## src/rtl/hds_pkg.sv

```systemverilog
// Shared types and constants for the heat diffusion stencil pass unit.
`timescale 1ns / 1ps

package hds_pkg;

  localparam int MAX_WIDTH  = 1024;
  localparam int MAX_HEIGHT = 4096;

  localparam int COL_W  = $clog2(MAX_WIDTH);
  localparam int ROW_W  = $clog2(MAX_HEIGHT);
  localparam int WID_W  = 11;
  localparam int HGT_W  = 13;
  localparam int PIX_W  = 16;
  localparam int STEP_W = 16;
  localparam int CFG_IDX_W  = 2;
  localparam int CFG_DATA_W = 16;

  localparam int LAP_W       = PIX_W + 3;
  localparam int PROD_W      = STEP_W + LAP_W;
  localparam int FRAC_SHIFT  = 14;
  localparam int ROUND_BIAS  = 2 ** (FRAC_SHIFT - 1);
  localparam int Q_W         = PROD_W - FRAC_SHIFT;
  localparam int SUM_W       = Q_W + 1;
  localparam int PIX_MAX     = 2 ** (PIX_W - 1) - 1;
  localparam int PIX_MIN     = -(2 ** (PIX_W - 1));

  localparam int WIDTH_RESET  = 1024;
  localparam int HEIGHT_RESET = 4096;
  localparam int STEP_RESET   = 1638;

  localparam int MQ_DEPTH = 4;
  localparam int MQ_PTR_W = $clog2(MQ_DEPTH);
  localparam int MQ_CNT_W = $clog2(MQ_DEPTH + 1);
  localparam int OQ_DEPTH = 4;
  localparam int OQ_PTR_W = $clog2(OQ_DEPTH);
  localparam int OQ_CNT_W = $clog2(OQ_DEPTH + 1);

  typedef enum logic [CFG_IDX_W-1:0] {
    REG_IMAGE_WIDTH  = 2'd0,
    REG_IMAGE_HEIGHT = 2'd1,
    REG_TIME_STEP    = 2'd2
  } cfg_reg_t;

  typedef struct packed {
    logic [ROW_W-1:0]        row;
    logic [COL_W-1:0]        col;
    logic signed [PIX_W-1:0] x;
    logic                    c0;
    logic                    c1;
    logic                    r1;
    logic                    lastc;
    logic [2:0]              need;
  } front_ctl_t;

  typedef struct packed {
    front_ctl_t              ctl;
    logic signed [PIX_W-1:0] pc;
    logic signed [PIX_W-1:0] pn;
    logic signed [PIX_W-1:0] old;
  } mid_item_t;

  typedef struct packed {
    logic [ROW_W-1:0]        row;
    logic [COL_W-1:0]        col;
    logic signed [PIX_W-1:0] pix;
    logic                    fe;
  } out_item_t;

endpackage

```

## src/rtl/hds_back.sv

```systemverilog
// Back part: result sequencing, stencil arithmetic pipeline and result queue.
`timescale 1ns / 1ps

module hds_back import hds_pkg::*; (
  input  logic                     clk,
  input  logic                     rst_n,
  input  logic                     mq_empty,
  input  mid_item_t                mq_head,
  output logic                     mq_pop,
  input  logic signed [STEP_W-1:0] time_step,
  output logic                     out_empty,
  input  logic                     out_pop,
  output logic [ROW_W-1:0]         out_row,
  output logic [COL_W-1:0]         out_col,
  output logic signed [PIX_W-1:0]  out_pixel_out,
  output logic                     out_frame_end
);

  logic signed [PIX_W-1:0]  w0_r;
  logic signed [PIX_W-1:0]  w1_r;
  logic signed [PIX_W-1:0]  w2_r;
  logic [2:0]               done_r;
  logic                     s1_v_r;
  logic signed [LAP_W-1:0]  s1_lap_r;
  out_item_t                s1_tag_r;
  logic                     s2_v_r;
  logic signed [PROD_W-1:0] s2_prod_r;
  out_item_t                s2_tag_r;

  out_item_t           oq_mem_r [OQ_DEPTH];
  logic [OQ_PTR_W-1:0] oq_wr_r;
  logic [OQ_PTR_W-1:0] oq_rd_r;
  logic [OQ_CNT_W-1:0] oq_count_r;

  mid_item_t               it;
  logic [2:0]              pending;
  logic [2:0]              sel;
  logic [OQ_CNT_W:0]       occ;
  logic                    issue;
  logic                    retire;
  logic signed [PIX_W-1:0] op_c;
  logic signed [PIX_W-1:0] op_l;
  logic signed [PIX_W-1:0] op_r;
  logic signed [PIX_W-1:0] op_u;
  logic signed [PIX_W-1:0] op_d;
  out_item_t               tag;
  logic signed [LAP_W-1:0] lap;
  logic signed [PROD_W-1:0] rnd;
  logic signed [Q_W-1:0]   q;
  logic signed [SUM_W-1:0] y;
  out_item_t               res;
  logic                    oq_pop;

  always_comb begin
    it      = mq_head;
    pending = it.ctl.need & ~done_r;
    sel     = pending & (~pending + 3'd1);
    occ     = {1'b0, oq_count_r} + {{OQ_CNT_W{1'b0}}, s1_v_r}
              + {{OQ_CNT_W{1'b0}}, s2_v_r};
    issue   = !mq_empty && (pending != 3'b000) && (occ < (OQ_CNT_W + 1)'(OQ_DEPTH));
    retire  = !mq_empty && ((pending == 3'b000) || (issue && (pending == sel)));
    mq_pop  = retire;

    unique case (sel)
      3'b001: begin
        op_c = it.pc;
        op_l = it.ctl.c0 ? it.pn : w2_r;
        op_r = it.ctl.lastc ? w2_r : it.pn;
        op_u = it.ctl.r1 ? it.ctl.x : it.old;
        op_d = it.ctl.x;
        tag  = '{row: it.ctl.row - ROW_W'(1), col: it.ctl.col, pix: it.pc, fe: 1'b0};
      end
      3'b010: begin
        op_c = w1_r;
        op_l = it.ctl.c1 ? it.ctl.x : w0_r;
        op_r = it.ctl.x;
        op_u = w2_r;
        op_d = w2_r;
        tag  = '{row: it.ctl.row, col: it.ctl.col - COL_W'(1), pix: w1_r, fe: 1'b0};
      end
      3'b100: begin
        op_c = it.ctl.x;
        op_l = w1_r;
        op_r = w1_r;
        op_u = it.pc;
        op_d = it.pc;
        tag  = '{row: it.ctl.row, col: it.ctl.col, pix: it.ctl.x, fe: 1'b1};
      end
      default: begin
        op_c = '0;
        op_l = '0;
        op_r = '0;
        op_u = '0;
        op_d = '0;
        tag  = '0;
      end
    endcase

    lap = LAP_W'(op_l) + LAP_W'(op_r) + LAP_W'(op_u) + LAP_W'(op_d)
          - (LAP_W'(op_c) <<< 2);

    // Round half up, then floor to the pixel fraction.
    rnd = s2_prod_r + PROD_W'(ROUND_BIAS);
    q   = rnd[PROD_W-1:FRAC_SHIFT];
    y   = SUM_W'(s2_tag_r.pix) + SUM_W'(q);
    res = s2_tag_r;
    if (y > SUM_W'(PIX_MAX)) begin
      res.pix = PIX_W'(PIX_MAX);
    end else if (y < SUM_W'(PIX_MIN)) begin
      res.pix = PIX_W'(PIX_MIN);
    end else begin
      res.pix = y[PIX_W-1:0];
    end
  end

  always_ff @(posedge clk) begin
    s1_lap_r  <= lap;
    s1_tag_r  <= tag;
    s2_prod_r <= time_step * s1_lap_r;
    s2_tag_r  <= s1_tag_r;
    if (s2_v_r) begin
      oq_mem_r[oq_wr_r] <= res;
    end
  end

  assign out_empty = (oq_count_r == '0);
  assign oq_pop    = out_pop && !out_empty;

  always_ff @(posedge clk) begin
    if (!rst_n) begin
      w0_r       <= '0;
      w1_r       <= '0;
      w2_r       <= '0;
      done_r     <= '0;
      s1_v_r     <= 1'b0;
      s2_v_r     <= 1'b0;
      oq_wr_r    <= '0;
      oq_rd_r    <= '0;
      oq_count_r <= '0;
    end else begin
      s1_v_r <= issue;
      s2_v_r <= s1_v_r;
      if (retire) begin
        done_r <= '0;
        w0_r   <= w1_r;
        w1_r   <= it.ctl.x;
        w2_r   <= it.pc;
      end else if (issue) begin
        done_r <= done_r | sel;
      end
      if (s2_v_r) begin
        oq_wr_r <= oq_wr_r + OQ_PTR_W'(1);
      end
      if (oq_pop) begin
        oq_rd_r <= oq_rd_r + OQ_PTR_W'(1);
      end
      oq_count_r <= oq_count_r + OQ_CNT_W'(s2_v_r) - OQ_CNT_W'(oq_pop);
    end
  end

  assign out_row       = oq_mem_r[oq_rd_r].row;
  assign out_col       = oq_mem_r[oq_rd_r].col;
  assign out_pixel_out = oq_mem_r[oq_rd_r].pix;
  assign out_frame_end = oq_mem_r[oq_rd_r].fe;

endmodule

```

## config.mk

```make
export PLATFORM = sky130hd
export DESIGN_NAME = hds_back
export DESIGN_NICKNAME = d
export VERILOG_FILES = /design/src/rtl/hds_pkg.sv /design/src/rtl/hds_back.sv
export SDC_FILE = /design/constraint.sdc
export NUM_CORES = 1
export LEC_CHECK = 0
export BUFFER_PORTS_ARGS = -buffer_cell sky130_fd_sc_hd__buf_2
export CORE_ASPECT_RATIO = 0.6
export CORE_MARGIN = 2
export CORE_UTILIZATION = 33
export CTS_BUF_LIST = sky130_fd_sc_hd__clkbuf_4
export CTS_CLUSTER_DIAMETER = 200
export DETAILED_ROUTE_END_ITERATION = 6
export SLEW_MARGIN = 20
export SYNTH_ARGS = -nofsm -noshare
export SYNTH_HDL_FRONTEND = slang
export SYNTH_SLANG_ARGS = --single-unit
```

## constraint.sdc

```tcl
create_clock -name clk -period 8.1 [get_ports clk]
set_input_delay 0.405 -clock clk [delete_from_list [all_inputs] [get_ports clk]]
set_output_delay 0.405 -clock clk [all_outputs]
set_load 0.01 [all_outputs]
```

Word level (Yosys, flattened, before mapping)
Memory sizes are Yosys's and may differ from the RTL's. A register that Yosys moved wholly into a read port is not among the register bits. Index checks and enable logic that the tools add are counted.

Register bits after elaboration: 192. Latch bits: 0. Memory bits (writable): 156. ROM bits: 0. Input bits: 113. Output and inout bits: 41. Word-level logic and storage cells: 77. Memories: 1.

Memory list: oq_mem_r (depth 4, bits a word 39, rd ports 1, clocked after Yosys merged registers in 1, write ports 1, line hds_back.sv:30) `out_item_t oq_mem_r [OQ_DEPTH];`.

Add/sub/neg operators: 15. Multipliers: 1. Divide/modulo/power cells: 0. Order comparisons: 3. Equality and inequality tests: 4. Shift operators: 0. Muxes and demuxes: 16. Bitwise gates (word level): 6. Reductions and logical operators: 12.

Operator list (count): 16-bit case mux with 3 select lines (5); 39-bit case mux with 3 select lines (1); 16-bit 2-to-1 mux (6); 35-bit by 15-bit adder with 35-bit output, second input constant (1); 16-bit by 19-bit multiplier with 35-bit output (1); 16-bit by 21-bit adder with 22-bit output (1); 22-bit by 16-bit greater-than comparator with 1-bit output, second input constant (1); 22-bit by 16-bit < comparator with 1-bit output, second input constant (1); 18-bit by 16-bit adder with 19-bit output (1); 19-bit by 18-bit subtractor with 19-bit output (1); 17-bit by 16-bit adder with 18-bit output (1); 16-bit by 16-bit adder with 17-bit output (1); 12-bit by 1-bit subtractor with 12-bit output, second input constant (1); 10-bit by 1-bit subtractor with 10-bit output, second input constant (1); 3-bit bitwise AND (2); 3-bit logical NOT (2); 3-bit NOT (2); 1-bit logical AND (5); 2-bit by 1-bit adder with 2-bit output, second input constant (2); 3-bit by 1-bit adder with 4-bit output (1); 4-bit by 1-bit adder with 4-bit output (1); 4-bit by 3-bit < comparator with 1-bit output, second input constant (1); 2-bit 2-to-1 mux (2); 3-bit by 1-bit adder with 3-bit output (1); 13 further kinds (15).

Longest topological paths before layout
Word-level depth: 11. Gate-level depth with buffers: 24.

Least setup slack after synthesis
No wires, ideal clock.

Kind: input-to-reg. Start point: input time_step[7]. End point: register s2_prod_r[34]. Setup time: 0.132 ns. Data arrival time: 6.155 ns. Required time: 7.968 ns. Path slack: 1.813 ns. Cell stages on the path: 22. Buffers on the path: 2. Path through: clkbuf_1 -> clkbuf_1 -> nand2_1 -> fa_1 -> inv_1 -> fa_1 -> fa_1 -> fa_1 -> fa_1 -> inv_1 -> fa_1 -> inv_1 -> ha_1 -> a211oi_1 -> nor2_1 -> nor3_1 -> o211ai_1 -> o2bb2ai_1 -> a211oi_1 -> o21ai_1 -> a2111oi_0 -> nor3b_1.

Cells in the longest elaborated chain, start to end: 1.

RTL lines: start: declaration (line hds_back.sv:10) `input logic signed [STEP_W-1:0] time_step,`; 16-bit by 19-bit multiplier with 35-bit output (line hds_back.sv:119) `s2_prod_r <= time_step * s1_lap_r;`; end signal: assignment (line hds_back.sv:119); end: declaration (line hds_back.sv:27) `logic signed [PROD_W-1:0] s2_prod_r;`.

No other way between the ends. A chain may end at the register's enable or synchronous reset.

Worst setup path in the final report
Start point: register s1_lap_r[8]. End point: register s2_prod_r[34].

Cells in the longest elaborated chain, start to end: 1.

RTL lines: start: declaration (line hds_back.sv:24) `logic signed [LAP_W-1:0] s1_lap_r;`; start signal: assignment (line hds_back.sv:117) `s1_lap_r <= lap;`; 16-bit by 19-bit multiplier with 35-bit output (line hds_back.sv:119).

No other way between the ends.

==> summary.md <==
| Metric | Value |
|---|---|
| Core ar. | `81,400 µm²` |
| Critical path peak fanout | `16` |
| Crit start category | `flop` |
| Share of layout cells above drive strength 1 | `0.134` |
| Initial antenna violation count | `2` |
| CTS Buffer Depth | `3` |
| Worst min path class | `primary input to flop` |
| RSZ-0062 raised after global routing | `no` |
| Die height | `226 µm` |
| DRT antenna net count | `0` |
| Measured slew at the worst slew-check pin | `1.02 ns` |
| Post-synthesis register bit count | `337` |
| GR Util All Layers | `0.166` |
| Final setup margin | `0.990 ns` |
| Max_cap viols | `0` |
| Initial Util | `0.333` |
| H-tree depth | `3` |
| YS warnings | `0` |
| First-pass DRT Iterations | `7` |
| First-pass GRT wire length | `109,000 µm` |
| Clk_lat worst skew | `0.85 ns` |
| Fin crit share | `0.878` |
| Top_reg_cell synth | `dfxtp_1` |
| Fmax | `141 MHz` |
| Num ports | `154` |
| Routed WL | `68,700 µm` |
| Avg Vias per Cell | `4.74` |
| Asr flop ratio synth | `0` |
| Routability cong. | `0.852` |
| CP Data Arrival Time | `7.79 ns` |
| Die Area | `84,500 µm²` |
| Sequential area share after synthesis | `0.306` |
| Syn_nets | `3,199` |
| Area leader, netlist | `fa_1` |
| Run status | `finished, final reports clean` |
| Setup_tns | `0 ns` |
| Clk_skew | `0.0817 ns` |
| Die width | `374 µm` |
| DP Area | `29,000 µm²` |
| Core Rows | `81` |
| Post-layout min period | `7.11 ns` |
| Cells after synthesis | `2,593` |
| CTS Sinks | `337` |
| Area grow syn2layout | `13.7%` |
| Vias in the first global route | `19,000` |
| Buffers on Ports | `153` |
| 1st-iter DRT viols | `1,186` |
| Final setup vio count | `0` |
| Distinct cell type count after synthesis | `66` |
| CTS Buf Count | `81` |
| Mapped Avg Cell Area | `10.5 µm²` |
| Post-CTS setup buffers | `0` |
| Post-synth EDFFs | `156` |
| Post-route cell area | `30,800 µm²` |
| Vias post-DR | `18,800` |
| Slew Limit Fails | `0` |
| Grt total ovfl | `0` |
| CTS resizes | `0` |
| Endpoints failing hold | `0` |
| Clock slew at reported path FFs | `0.07 ns` |
| Dpl ws | `1.08 ns` |
| Mapped Area | `27,100 µm²` |
| Hold_buf cts | `74` |
| Worst relative slew slack | `0.322` |
| Root Buffer | `clkbuf_4` |
| Layout Utilization | `0.379` |
| Path type of the worst setup path | `flop to flop` |
| CP Capture Type | `flop` |
| Reg2Reg Setup Slack | `0.99 ns` |
| Largest net degree at the start of global routing | `66` |
| Placed wire-length estimate | `52,100 µm` |
| Top cell type's share of synthesized area | `0.263` |
| Nets | `3,416` |
| Critical Path RT | `8.78 ns` |
| Drt drc | `0` |
| Synth area leaders | `fa_1 (26%), edfxtp_1 (17%), dfxtp_1 (13%)` |
| Wire length per cell | `17.3 µm` |
| CTS tree | `done` |
## synth_stat cells, types with 11 or more instances
cell	count
a21oi_1	73
ha_1	137
nor2_1	110
edfxtp_1	156
clkbuf_1	93
o21ai_0	41
a21o_1	34
a21boi_1	51
nand3_1	26
nor2b_1	12
a22oi_1	11
and2_1	155
fa_1	356
o21ai_1	30
mux2i_1	47
mux2_2	18
nor3_1	19
nand2b_1	17
mux4_2	39
dfxtp_1	181
nand2_1	298
xor2_1	24
a221oi_1	39
buf_1	17
xnor2_1	70
inv_1	424
## worst max-delay path, stage by stage, from the launching register on
cell	delay (ns)
dfxtp_1	0.76
nand2_1	0.17
fa_1	0.56
inv_1	0.05
fa_1	0.49
fa_1	0.54
fa_1	0.53
fa_1	0.54
inv_1	0.05
fa_1	0.52
inv_1	0.04
ha_1	0.35
a211oi_1	0.25
nor2_1	0.13
nor3_1	0.29
o211ai_1	0.29
o2bb2ai_1	0.35
a211oi_1	0.36
o21ai_1	0.18
a2111oi_0	0.41
nor3b_1	0.09
## registers in the layout, summed over array words and instances, names as in the netlist, 3 cells and up, named ones only
signal      count
w1_r           16
s2_prod_r      22
oq_mem_r      156
s2_tag_r       16
done_r          3
res            23
w2_r           16
w0_r           16
s1_lap_r       19
oq_count_r      3
s1_tag_r       39
## worst paths after layout
path | start | endpoint | cells after the start
worst min-delay path | mq_head[50] | s1_tag_r[0] | 3
worst max register to register | s1_lap_r[8] | s2_prod_r[34] | 20
worst max-delay path | s1_lap_r[8] | s2_prod_r[34] | 20
worst min register to register | s1_tag_r[2] | s2_tag_r[2] | 0
## kinds of logic after synthesis
family                     synth area share
and+or+nand+nor                       0.118
buffers and inverters                0.0750
adders and majority gates             0.326
AOI/OAI and AO/OA                    0.0864
DFF                                   0.306
muxes                                0.0572
xor gates and xnor gates             0.0304
## cell usage in the layout, fill, tap and decap left out, types with 51 or more instances in the layout
cell           netlist  final
a21boi_1            51     51
edfxtp_1           156    156
clkbuf_4             0    124
a21oi_1             73     73
inv_1              424    424
dfxtp_1            181    179
nand2_1            298    298
ha_1               137    137
buf_2                3    153
dlygate4sd3_1        0     74
fa_1               356    356
and2_1             155    151
nor2_1             110    109
xnor2_1             70     70
## final cells by class
class | count | area [µm²]
Antenna cell | 3 | 7.51
Clock buffer | 124 | 931
Clock inverter | 27 | 168
Fill cell | 8078 | 50600
Inverter | 425 | 1600
Multi-Input combinational cell | 1717 | 16800
Sequential cell | 337 | 8310
Tap cell | 1079 | 1350
Timing Repair Buffer | 248 | 1660
## metal layers
layer / vias up / part of all wire / GRT usage
li1: 8913 / - / -
met1: 9290 / 0.51 / 0.255
met2: 522 / 0.41 / 0.234
met3: 65 / 0.070 / 0.0398
met4: 0 / 0.013 / 0.0340
met5: - / 0 / 0
## metrics by stage
stage / hold slack, ns / instances
3_3_place_gp: 0.310 / 3732
3_5_place_dp: 0.312 / 3732
4_1_cts: 0.0468 / 3957
2_1_floorplan: 0.310 / 2593
6_report: 0.171 / 3960
5_1_grt: 0.0966 / 3959
Power is left out: the tool's default activity adds up to more than one toggle a clock period on the data nets, which glitch-free logic cannot reach.
