**config.mk**
```make
export PLATFORM = sky130hd
export DESIGN_NAME = hds_queue
export DESIGN_NICKNAME = d
export VERILOG_FILES = /design/src/rtl/hds_pkg.sv /design/src/rtl/hds_queue.sv
export SDC_FILE = /design/constraint.sdc
export NUM_CORES = 1
export LEC_CHECK = 0
export ABC_AREA = 1
export BUFFER_PORTS_ARGS = -buffer_cell sky130_fd_sc_hd__buf_2
export CAP_MARGIN = 40
export CORE_ASPECT_RATIO = 1.75
export CORE_MARGIN = 2
export CORE_UTILIZATION = 40
export DETAILED_ROUTE_END_ITERATION = 16
export SYNTH_ARGS = -nofsm -noshare
export SYNTH_HDL_FRONTEND = slang
export SYNTH_SLANG_ARGS = --single-unit
export TNS_END_PERCENT = 50
```
**constraint.sdc**
```tcl
create_clock -name clk -period 2.7 [get_ports clk]
set_input_delay 0.405 -clock clk [delete_from_list [all_inputs] [get_ports clk]]
set_output_delay 0.405 -clock clk [all_outputs]
set_load 0.01 [all_outputs]
```
**src/rtl/hds_pkg.sv**
```systemverilog
// Shared types and constants for the heat diffusion stencil pass unit.
`timescale 1ns / 1ps

package hds_pkg;

  localparam int MAX_WIDTH  = 1024;
  localparam int MAX_HEIGHT = 4096;

  localparam int COL_W  = $clog2(MAX_WIDTH);
  localparam int ROW_W  = $clog2(MAX_HEIGHT);
  localparam int WID_W  = 11;
  localparam int HGT_W  = 13;
  localparam int PIX_W  = 16;
  localparam int STEP_W = 16;
  localparam int CFG_IDX_W  = 2;
  localparam int CFG_DATA_W = 16;

  localparam int LAP_W       = PIX_W + 3;
  localparam int PROD_W      = STEP_W + LAP_W;
  localparam int FRAC_SHIFT  = 14;
  localparam int ROUND_BIAS  = 2 ** (FRAC_SHIFT - 1);
  localparam int Q_W         = PROD_W - FRAC_SHIFT;
  localparam int SUM_W       = Q_W + 1;
  localparam int PIX_MAX     = 2 ** (PIX_W - 1) - 1;
  localparam int PIX_MIN     = -(2 ** (PIX_W - 1));

  localparam int WIDTH_RESET  = 1024;
  localparam int HEIGHT_RESET = 4096;
  localparam int STEP_RESET   = 1638;

  localparam int MQ_DEPTH = 4;
  localparam int MQ_PTR_W = $clog2(MQ_DEPTH);
  localparam int MQ_CNT_W = $clog2(MQ_DEPTH + 1);
  localparam int OQ_DEPTH = 4;
  localparam int OQ_PTR_W = $clog2(OQ_DEPTH);
  localparam int OQ_CNT_W = $clog2(OQ_DEPTH + 1);

  typedef enum logic [CFG_IDX_W-1:0] {
    REG_IMAGE_WIDTH  = 2'd0,
    REG_IMAGE_HEIGHT = 2'd1,
    REG_TIME_STEP    = 2'd2
  } cfg_reg_t;

  typedef struct packed {
    logic [ROW_W-1:0]        row;
    logic [COL_W-1:0]        col;
    logic signed [PIX_W-1:0] x;
    logic                    c0;
    logic                    c1;
    logic                    r1;
    logic                    lastc;
    logic [2:0]              need;
  } front_ctl_t;

  typedef struct packed {
    front_ctl_t              ctl;
    logic signed [PIX_W-1:0] pc;
    logic signed [PIX_W-1:0] pn;
    logic signed [PIX_W-1:0] old;
  } mid_item_t;

  typedef struct packed {
    logic [ROW_W-1:0]        row;
    logic [COL_W-1:0]        col;
    logic signed [PIX_W-1:0] pix;
    logic                    fe;
  } out_item_t;

endpackage

```
**src/rtl/hds_queue.sv**
```systemverilog
// Short queue of classified items between the front and back parts.
`timescale 1ns / 1ps

module hds_queue import hds_pkg::*; (
  input  logic                clk,
  input  logic                rst_n,
  input  logic                push,
  input  mid_item_t           push_item,
  input  logic                pop,
  output mid_item_t           head,
  output logic                empty,
  output logic [MQ_CNT_W-1:0] count
);

  mid_item_t           mem_r [MQ_DEPTH];
  logic [MQ_PTR_W-1:0] wr_ptr_r;
  logic [MQ_PTR_W-1:0] rd_ptr_r;
  logic [MQ_CNT_W-1:0] count_r;
  logic                do_pop;

  assign empty  = (count_r == '0);
  assign do_pop = pop && !empty;
  assign head   = mem_r[rd_ptr_r];
  assign count  = count_r;

  always_ff @(posedge clk) begin
    if (push) begin
      mem_r[wr_ptr_r] <= push_item;
    end
  end

  always_ff @(posedge clk) begin
    if (!rst_n) begin
      wr_ptr_r <= '0;
      rd_ptr_r <= '0;
      count_r  <= '0;
    end else begin
      if (push) begin
        wr_ptr_r <= wr_ptr_r + MQ_PTR_W'(1);
      end
      if (do_pop) begin
        rd_ptr_r <= rd_ptr_r + MQ_PTR_W'(1);
      end
      count_r <= count_r + MQ_CNT_W'(push) - MQ_CNT_W'(do_pop);
    end
  end

endmodule

```
* Yosys cells after proc, flatten, opt, wreduce, memory -nomap -nowiden
Memory sizes are Yosys's and may differ from the RTL's. A register that Yosys moved wholly into a read port is not among the register bits.
Cells that the tools add are included.
** Operators by class
- $add $sub $neg :: 4
- Muxes and demuxes :: 4
- Reductions and logical operators :: 3
** Operator list (count)
- adder 2 x 1 -> 2 bit (second input constant) :: 2
- two-way mux 2 bit :: 2
- adder 3 x 1 -> 3 bit :: 1
- logical NOT 3 bit :: 1
- subtractor 3 x 1 -> 3 bit :: 1
- two-way mux 1 bit :: 2
- logical AND 1 bit :: 1
- logical NOT 1 bit :: 1
** Word-level totals
- Bits in registers :: 7
- Memory bits (writable) :: 372
- Bits of input ports :: 97
- Output and inout port bits :: 97
- Memories kept :: 1
** Memory list
- mem_r :: words 4, width 93, rd ports 1, clocked after Yosys merged registers in 1, write ports 1, line hds_queue.sv:15 : mid_item_t mem_r [MQ_DEPTH];

* Depth between registers and ports, before layout
Gate-level depths: netlist (run 1).
- Depth after elaboration :: 5
- Mapped depth :: 12
- Mapped depth without buffers :: 12

* Least setup slack after synthesis (run 1)
No wires, ideal clock.
- Path type :: flip-flop to flip-flop
- Start :: reg wr_ptr_r[0]
- End :: mem mem_r[2][0] (netlist name), enable pin
- Library setup time :: 0.447 ns
- Data arrival time :: 2.386 ns
- Setup slack :: -0.133 ns
- Stages on the path, launching flop included :: 5
- Clock period less this slack :: 2.833 ns
- Path through :: dfxtp_1 inv_1 ha_1 nand2_1 inv_1
** RTL lines
- start: declaration :: line hds_queue.sv:16 : logic [MQ_PTR_W-1:0] wr_ptr_r;
- start signal: assignment :: line hds_queue.sv:39 : wr_ptr_r <= wr_ptr_r + MQ_PTR_W'(1);
- end: declaration :: line hds_queue.sv:15
Straight into the memory's write port.

==> results of run 1 <==
through the flow:
stage               util [%]  cells
floorplan                  -    959
global placement        44.9   1580
detailed placement      44.9   1580
CTS                     48.1   1642
global route            48.1   1644
finish                  48.1   1645
worst max-delay path by stage:
stage | start | end | slack (ns) | cells after the start
2_1_floorplan | wr_ptr_r[1]$_SDFFE_PN0P_ | mem_r[1][0]$_DFFE_PP_ | -0.11 | 4
3_3_place_gp | flop | head[4] | 0.73 | 6
3_5_place_dp | flop | head[63] | 0.69 | 6
4_1_cts | flop | head[14] | 0.14 | 4
5_1_grt | flop | head[67] | 0.02 | 6
6_report | flop | head[14] | 0.18 | 4
state kept, by name, summed over array words and instances, names as in the netlist, named ones only:
signal and flops:
count 3, wr_ptr_r 2, mem_r 372, rd_ptr_r 2
cell type report:
cell class	instances	area [µm²]	area share [%]
diodes	3	7.51	0.0445
clock buffers	45	966	5.72
clock inverters	17	161	0.956
inverters	18	85.1	0.504
multi-input cells	500	2420	14.3
flip-flops and latches	381	11400	67.3
well taps	465	582	3.45
repair buffers	216	1300	7.71
cells by family (layout without fill, tap and decap cells):
| family | count (synthesis) | in the layout | synth area share [%] |
|---|---|---|---|
| AO/OA/AOI/OAI | 286 | 286 | 10.9 |
| adder cells (fa/ha/maj) | 7 | 7 | 0.670 |
| buffers and inverters | 78 | 296 | 3.00 |
| flip-flops | 381 | 381 | 79.9 |
| other | 0 | 3 | 0 |
| AND/OR/NAND/NOR | 207 | 207 | 5.49 |
cells in the final DEF (no fill, tap or decap), types with 6 or more instances in the layout:
cell / count
edfxtp_1: 372
nor2_1: 193
buf_2: 193
o21ai_0: 138
o22ai_1: 93
o21ai_1: 50
clkbuf_16: 37
buf_12: 13
inv_1: 12
nand2_1: 12
buf_4: 10
clkbuf_1: 7
dfxtp_1: 7
ha_1: 6
clkinv_2: 6
power groups by stage:
stage | combinational (W) | clock (W) | sequential [W]
after detailed placement | 0.00311 | 0 | 0.00701
after CTS | 0.00311 | 0.00500 | 0.00689
after floorplan | 0.00190 | 0 | 0.00699
final | 0.00305 | 0.00487 | 0.00688
after global placement | 0.00306 | 0 | 0.00701
after global routing | 0.00337 | 0.00523 | 0.00691
metal layers:
metal  part of all wire [%]  global-route usage [%]  vias to the layer above
met4                    2.4                    5.94                        8
li1                       -                       -                     4002
met3                    4.8                    3.41                       57
met1                     40                    19.4                     4218
met2                     53                    29.7                      213
met5                   0.19                       0                        -
==> metrics.yaml, run 1 <==
cts_setup_buffers: 0
syn2layout_area_growth_pct: 18.9
avgSynthCellArea_um2: 14.8
portBuffers: 193
ioPinCount: 194
ys_seq_elements: 381
seqPwrFrac_pct: 46.5
dieArea_mm2: 0.0371
p_int_w: 0.0106
route.antenna.remaining_nets: 0
p_sw_w: 0.00415
hold_start: "push_item[85]"
seq_area_frac_synth_pct: 79.9
cts_tree: "built"
num_rows: 91
relSlewSlack_pct: 62.4
synth_nets: 1063
cpLargestDelayFamily: "buffers and inverters"
reg2reg_depth: 11
hold_ws_ns: 0.0995
r2r_end: "count[2]$_SDFF_PN0_"
report.final.slew_viol_count: 0
worstPathArrival_ns: 2.11
comb_power_share_pct: 20.6
via_count: 8498
hold-path-cell-count: 1
die_w_um: 146
hold_path.class: "input pin to flop"
maxCapViolCount: 0
totalWireLength_mm: 31.3
cts_resized: 0
yosysTopAreaCell: "edfxtp_1"
dp_hpwl_mm: 17.9
synth_top_area_share_pct: 78.7
path_max_fanout: 54
ys_top_cells_by_count: "372 x edfxtp_1, 193 x nor2_1, 138 x o21ai_0, 93 x o22ai_1, 50 x o21ai_1"
final_nets: 1256
startpoint_type: "flop"
clock_latency_ns: 0.52
place_ws_ns: 0.687
final-setup-viol-count: 0
hold_viol: 0
overflow: 0
powerDensity_mw_per_mm2: 877
synthCells: 959
power_w: 0.0148
synth_edf_count: 372
gp_congestion: 0.719
synthArstFlopShare_pct: 0
grt_max_degree: 71
required_ns: 2.30
rr_startpoint: "count[1]$_SDFF_PN0_"
synth.area.top_cells: "edfxtp_1 79%, nor2_1 5.1%, o21ai_0 4.9%"
fillCellCount: 3124
tightest_slew_ns: 0.564
die_h_um: 253
clkSlewWorstSetupHoldPaths_ns: 0.07
grt_pass1_vias: 8451
clk_path_buf_depth: 3
p_leak_nw: 5.89
rsz0062_at_grt: "no"
drt-vias-per-instance: 5.17
path_cells: "buf_4 > o21ai_0 > o22ai_1 > buf_2"
netlist_area_mm2: 0.0142
clock-root-buffer: "clkbuf_16"
synth.most_common_cell: "edfxtp_1"
power_frac_clock_pct: 32.9
grt_pass1_wl_mm: 46.9
post_drt_wl_per_cell_um: 19.0
antenna_found_initial: 8
fin_crit_sh_pct: 93.3
synth_flop_cell: "edfxtp_1"
r2r_slack_ns: 0.73
fin_area_mm2: 0.0169
slowest_delay_ns: 0.50
firstDrtPassIters: 4
cts_buffers: 35
cp-end-kind: "primary output"
criticalPathCategory: "flop to primary output"
setup_ws_ns: 0.182
ys_types: 18
timing.fmax_mhz: 397
htree_levels: 2
clock-sinks: 381
track_usage_pct: 16.5
drive_gt1_share_pct: 23.3
critPathSlowestCell: "buf_4"
drc: 0
ys_warn_count: 0
drtIter0Drc: 402
peakVddDrop_v: 0.000519
cts_hold_buf: 0
crit_buf_inv: 2
status: "complete, no violations"
skew_ns: 0.00884
tns_ns: 0
swShare_pct: 28.1
min_to: "mem_r[0][85]$_DFFE_PP_"
start_util_pct: 40.5
core_area_mm2: 0.0351
placed_cell_area_mm2: 0.0157
period_minus_slack_ns: 2.52
Power figures use the tool's default switching activity.
==> run 2, diff against run 1 <==
- BUFFER_PORTS_ARGS: -buffer_cell sky130_fd_sc_hd__buf_2 -> not set
- DONT_BUFFER_PORTS: not set -> 1
==> metrics.yaml, run 2 (synthesis gave the netlist of run 1 again) <==
path_max_fanout: 47
fin_area_mm2: 0.0168
die_w_um: 146
seqPwrFrac_pct: 48.9
fin_crit_sh_pct: 94.3
antenna_found_initial: 1
core_area_mm2: 0.0351
via_count: 8145
multiInputGateArea_mm2: 0.00242
drt-vias-per-instance: 5.27
gp_congestion: 0.694
cts_tree: "built"
cts_buffers: 35
layout_common_cells: "372 x edfxtp_1, 193 x nor2_1, 138 x o21ai_0"
status: "complete, no violations"
p_int_w: 0.0101
swShare_pct: 28.4
timing.fmax_mhz: 393
clock_latency_ns: 0.52
final_common_cell: "edfxtp_1"
power_frac_clock_pct: 32.5
dp.cells: 1390
htree_levels: 2
post-route-util_pct: 47.8
clock-sinks: 381
cts_resized: 0
place_ws_ns: 0.590
required_ns: 2.30
portBuffers: 0
comb_power_share_pct: 18.6
criticalPathCategory: "flop to primary output"
clk_path_buf_depth: 3
peakVddDrop_v: 0.000556
hold_viol: 0
largest_reg_flops: 372
dieArea_mm2: 0.0371
totalWireLength_mm: 30.5
dp_hpwl_mm: 17.3
die_h_um: 253
start_util_pct: 40.5
p_sw_w: 0.00402
hold_start: "rst_n"
tightest_slew_ns: 0.730
drc: 0
hold_ws_ns: 0.0264
cp-end-kind: "primary output"
largest-register: "mem_r"
hold_path.class: "input pin to flop"
p_leak_nw: 5.51
drtIter0Drc: 435
clkSlewWorstSetupHoldPaths_ns: 0.06
startpoint_type: "flop"
grt_max_degree: 95
final_nets: 1160
num_rows: 91
track_usage_pct: 15.8
grt_pass1_vias: 8231
report.final.slew_viol_count: 0
fillCellCount: 3038
fin_cells: 1545
maxCapViolCount: 0
worstPathArrival_ns: 2.14
skew_ns: 0.0193
period_minus_slack_ns: 2.55
relSlewSlack_pct: 51.4
route.antenna.remaining_nets: 0
rsz0062_at_grt: "no"
grt_pass1_wl_mm: 45.3
overflow: 0
rr_startpoint: "count[1]$_SDFF_PN0_"
final-setup-viol-count: 0
powerDensity_mw_per_mm2: 843
post_drt_wl_per_cell_um: 19.7
placed_cell_area_mm2: 0.0148
drive_gt1_share_pct: 7.23
clock-root-buffer: "clkbuf_16"
register_area_mm2: 0.0114
ioPinCount: 194
syn2layout_area_growth_pct: 18.1
setup_ws_ns: 0.154
firstDrtPassIters: 5
==> run 2: changes by cell type in the layout (fill, tap and decap cells not counted), moves of 3 or more <==
cell	previous run	this run
dlygate4sd3_1	0	94
clkinvlp_4	5	2
buf_2	193	0
clkinv_1	5	10
buf_12	13	10
buf_4	10	16
==> run 2: final timing paths <==
path                                    to  slack [ns]  depth (start not counted)
setup reg to reg       count[2]$_SDFF_PN0_        0.61                         11
setup / recovery                  head[17]        0.15                          3
hold / removal    wr_ptr_r[1]$_SDFFE_PN0P_        0.03                          2
hold reg to reg                       flop        0.50                          2
==> run 2: per-layer routing <==
layer	global-route usage [%]	wire, µm	vias to the layer above
li1	-	-	3805
met5	0	0	-
met4	6.16	830	0
met1	17.4	11700	4078
met2	29.7	16500	212
met3	3.33	1420	50
==> run 2: final cells by class <==
| type | instances | area share (%) |
|---|---|---|
| inverter | 18 | 0.515 |
| multi-input combinational | 500 | 14.4 |
| tap | 465 | 3.47 |
| timing repair buffer | 120 | 7.52 |
| clock inverter | 17 | 0.649 |
| antenna | 1 | 0.0149 |
| sequential | 381 | 67.7 |
| clock buffer | 43 | 5.66 |
==> run 2: repair_timing <==
item	in CTS	in global routing
setup buffers	0	0
hold endpoints to repair	376	0
hold buffers	94	0
==> run 2: worst max-delay path, cell delays in order, from the launching register on <==
cell and delay (ns):
dfxtp_4 0.44, buf_4 0.51, o21ai_0 0.21, o22ai_1 0.45
==> run 2: through the flow <==
| step | TNS [ns] | total power [W] |
|---|---|---|
| 6_report | 0 | 0.0141 |
| 3_5_place_dp | 0 | 0.00956 |
| 4_1_cts | 0 | 0.0143 |
| 5_1_grt | 0 | 0.0148 |
| 3_3_place_gp | 0 | 0.00951 |
| 2_1_floorplan | -16.00 | 0.00889 |
==> run 2: power groups by stage <==
stage                     Clock [W]  Combinational (W)  Sequential, W
after floorplan                   0            0.00190        0.00699
final                       0.00460            0.00263        0.00691
after global placement            0            0.00247        0.00704
after global routing        0.00494            0.00288        0.00694
after detailed placement          0            0.00252        0.00704
after CTS                   0.00471            0.00269        0.00692
==> run 3, diff against run 2 <==
- GPL_TIMING_DRIVEN: not set -> 0
==> metrics.yaml, run 3 (synthesis gave the netlist of run 1 again) <==
path_cells: "buf_6 > inv_4 > clkbuf_1 > o21ai_0 > o22ai_1"
clock_latency_ns: 0.54
post_drt_wl_per_cell_um: 22.0
criticalPathCategory: "flop to primary output"
r2r_slack_ns: 0.46
path_max_fanout: 10
setup_ws_ns: 0.0923
hold_path.class: "input pin to flop"
cts_buffers: 36
clk_path_buf_depth: 3
p_leak_nw: 5.68
fin_cells: 1592
report.final.slew_viol_count: 0
final_common_cell: "edfxtp_1"
cpLargestDelayFamily: "buffers and inverters"
gp_congestion: 0.723
clock-sinks: 381
powerDensity_mw_per_mm2: 864
dieArea_mm2: 0.0371
r2r_end: "mem_r[0][69]$_DFFE_PP_"
start_util_pct: 40.5
firstDrtPassIters: 5
core_area_mm2: 0.0351
timing.fmax_mhz: 383
critPathSlowestCell: "dfxtp_2"
hold-path-cell-count: 2
final-setup-viol-count: 0
rr_startpoint: "wr_ptr_r[0]$_SDFFE_PN0P_"
skew_ns: 0.0167
ioPinCount: 194
num_rows: 91
via_count: 8427
largest_reg_flops: 372
cts_tree: "built"
grt_pass1_vias: 8586
fin_crit_sh_pct: 96.6
slowest_delay_ns: 0.41
track_usage_pct: 18.5
drtIter0Drc: 591
fillCellCount: 3040
syn2layout_area_growth_pct: 20.5
rsz0062_at_grt: "yes"
drc: 0
clkSlewWorstSetupHoldPaths_ns: 0.06
period_minus_slack_ns: 2.61
drt-vias-per-instance: 5.29
grt_pass1_wl_mm: 51.4
die_h_um: 253
htree_levels: 2
reg2reg_depth: 6
overflow: 0
cts_setup_buffers: 0
required_ns: 2.30
dp.cells: 1432
portBuffers: 0
totalWireLength_mm: 35.0
hold_start: "rst_n"
startpoint_type: "flop"
layout_common_cells: "372 x edfxtp_1, 193 x nor2_1, 138 x o21ai_0"
hold_viol: 0
worstPathArrival_ns: 2.20
final_nets: 1203
antenna_found_initial: 3
tightest_slew_ns: 0.733
route.antenna.remaining_nets: 0
relSlewSlack_pct: 51.0
dp_hpwl_mm: 21.5
status: "complete, no violations"
maxCapViolCount: 0
cp-end-kind: "primary output"
grt_max_degree: 71
largest-register: "mem_r"
place_ws_ns: 0.310
peakVddDrop_v: 0.000577
crit_buf_inv: 3
die_w_um: 146
clock-root-buffer: "clkbuf_16"
drive_gt1_share_pct: 11.2
-- run 3: cell count changes in the layout (fill, tap and decap cells not counted), sizes merged --
cell / previous run / this run
buf: 26 / 38
inv: 17 / 18
bufinv: 1 / 2
clkinv: 15 / 12
clkbuf: 43 / 73
clkinvlp: 2 / 8
-- run 3: worst max path at each step --
stage	start	end	slack [ns]	cells after the start
after floorplan	wr_ptr_r[1]$_SDFFE_PN0P_	mem_r[1][0]$_DFFE_PP_	-0.11	4
after global placement	wr_ptr_r[1]$_SDFFE_PN0P_	mem_r[1][61]$_DFFE_PP_	-1.73	4
after detailed placement	flop	head[45]	0.31	4
after CTS	flop	head[9]	0.01	5
after global routing	flop	head[20]	-0.01	5
final	flop	head[17]	0.09	5
-- run 3: what timing repair did --
action,4_1_cts,5_1_grt
pin swaps,0,0
endpoints found under the setup margin,75,30
gates resized for setup,16,15
hold endpoints to repair,378,0
hold buffers,94,0
-- run 3: per-layer routing --
layer,vias up,wire length [µm],GRT usage [%]
li1,3902,-,-
met1,4219,12800,20.1
met4,4,1190,7.38
met5,-,31,0
met2,238,19300,34.9
met3,64,1780,3.78
-- run 3: power breakdown --
group          leakage, nW  total [W]  switching [W]  internal [W]
Sequential            3.49    0.00688       0.000103       0.00678
Clock                0.539    0.00489        0.00217       0.00272
Combinational         1.65    0.00301        0.00215      0.000861
-- run 3: cell type report --
cell class | instances | area, µm² | area share (%)
Sequential cell | 381 | 11400 | 66.3
Multi-Input combinational cell | 500 | 2470 | 14.4
Timing Repair Buffer | 102 | 1120 | 6.52
Clock buffer | 43 | 948 | 5.54
Tap cell | 465 | 582 | 3.40
Buffer | 60 | 378 | 2.21
Clock inverter | 22 | 178 | 1.04
Inverter | 18 | 87.6 | 0.512
Antenna cell | 1 | 2.50 | 0.0146
-- run 3: per-stage QoR --
stage | util [%] | hold slack [ns] | setup TNS, ns | cell area (µm²) | power [W]
after global placement | 42.2 | 0.463 | -505.92 | 14800 | 0.00984
after CTS | 48.7 | 0.00586 | 0 | 17100 | 0.0149
final | 48.8 | 0.0339 | 0 | 17100 | 0.0148
after floorplan | - | 0.448 | -16.00 | 14200 | 0.00889
after detailed placement | 42.7 | 0.501 | 0 | 15000 | 0.00989
after global routing | 48.8 | 0.0234 | -0.0174 | 17100 | 0.0154
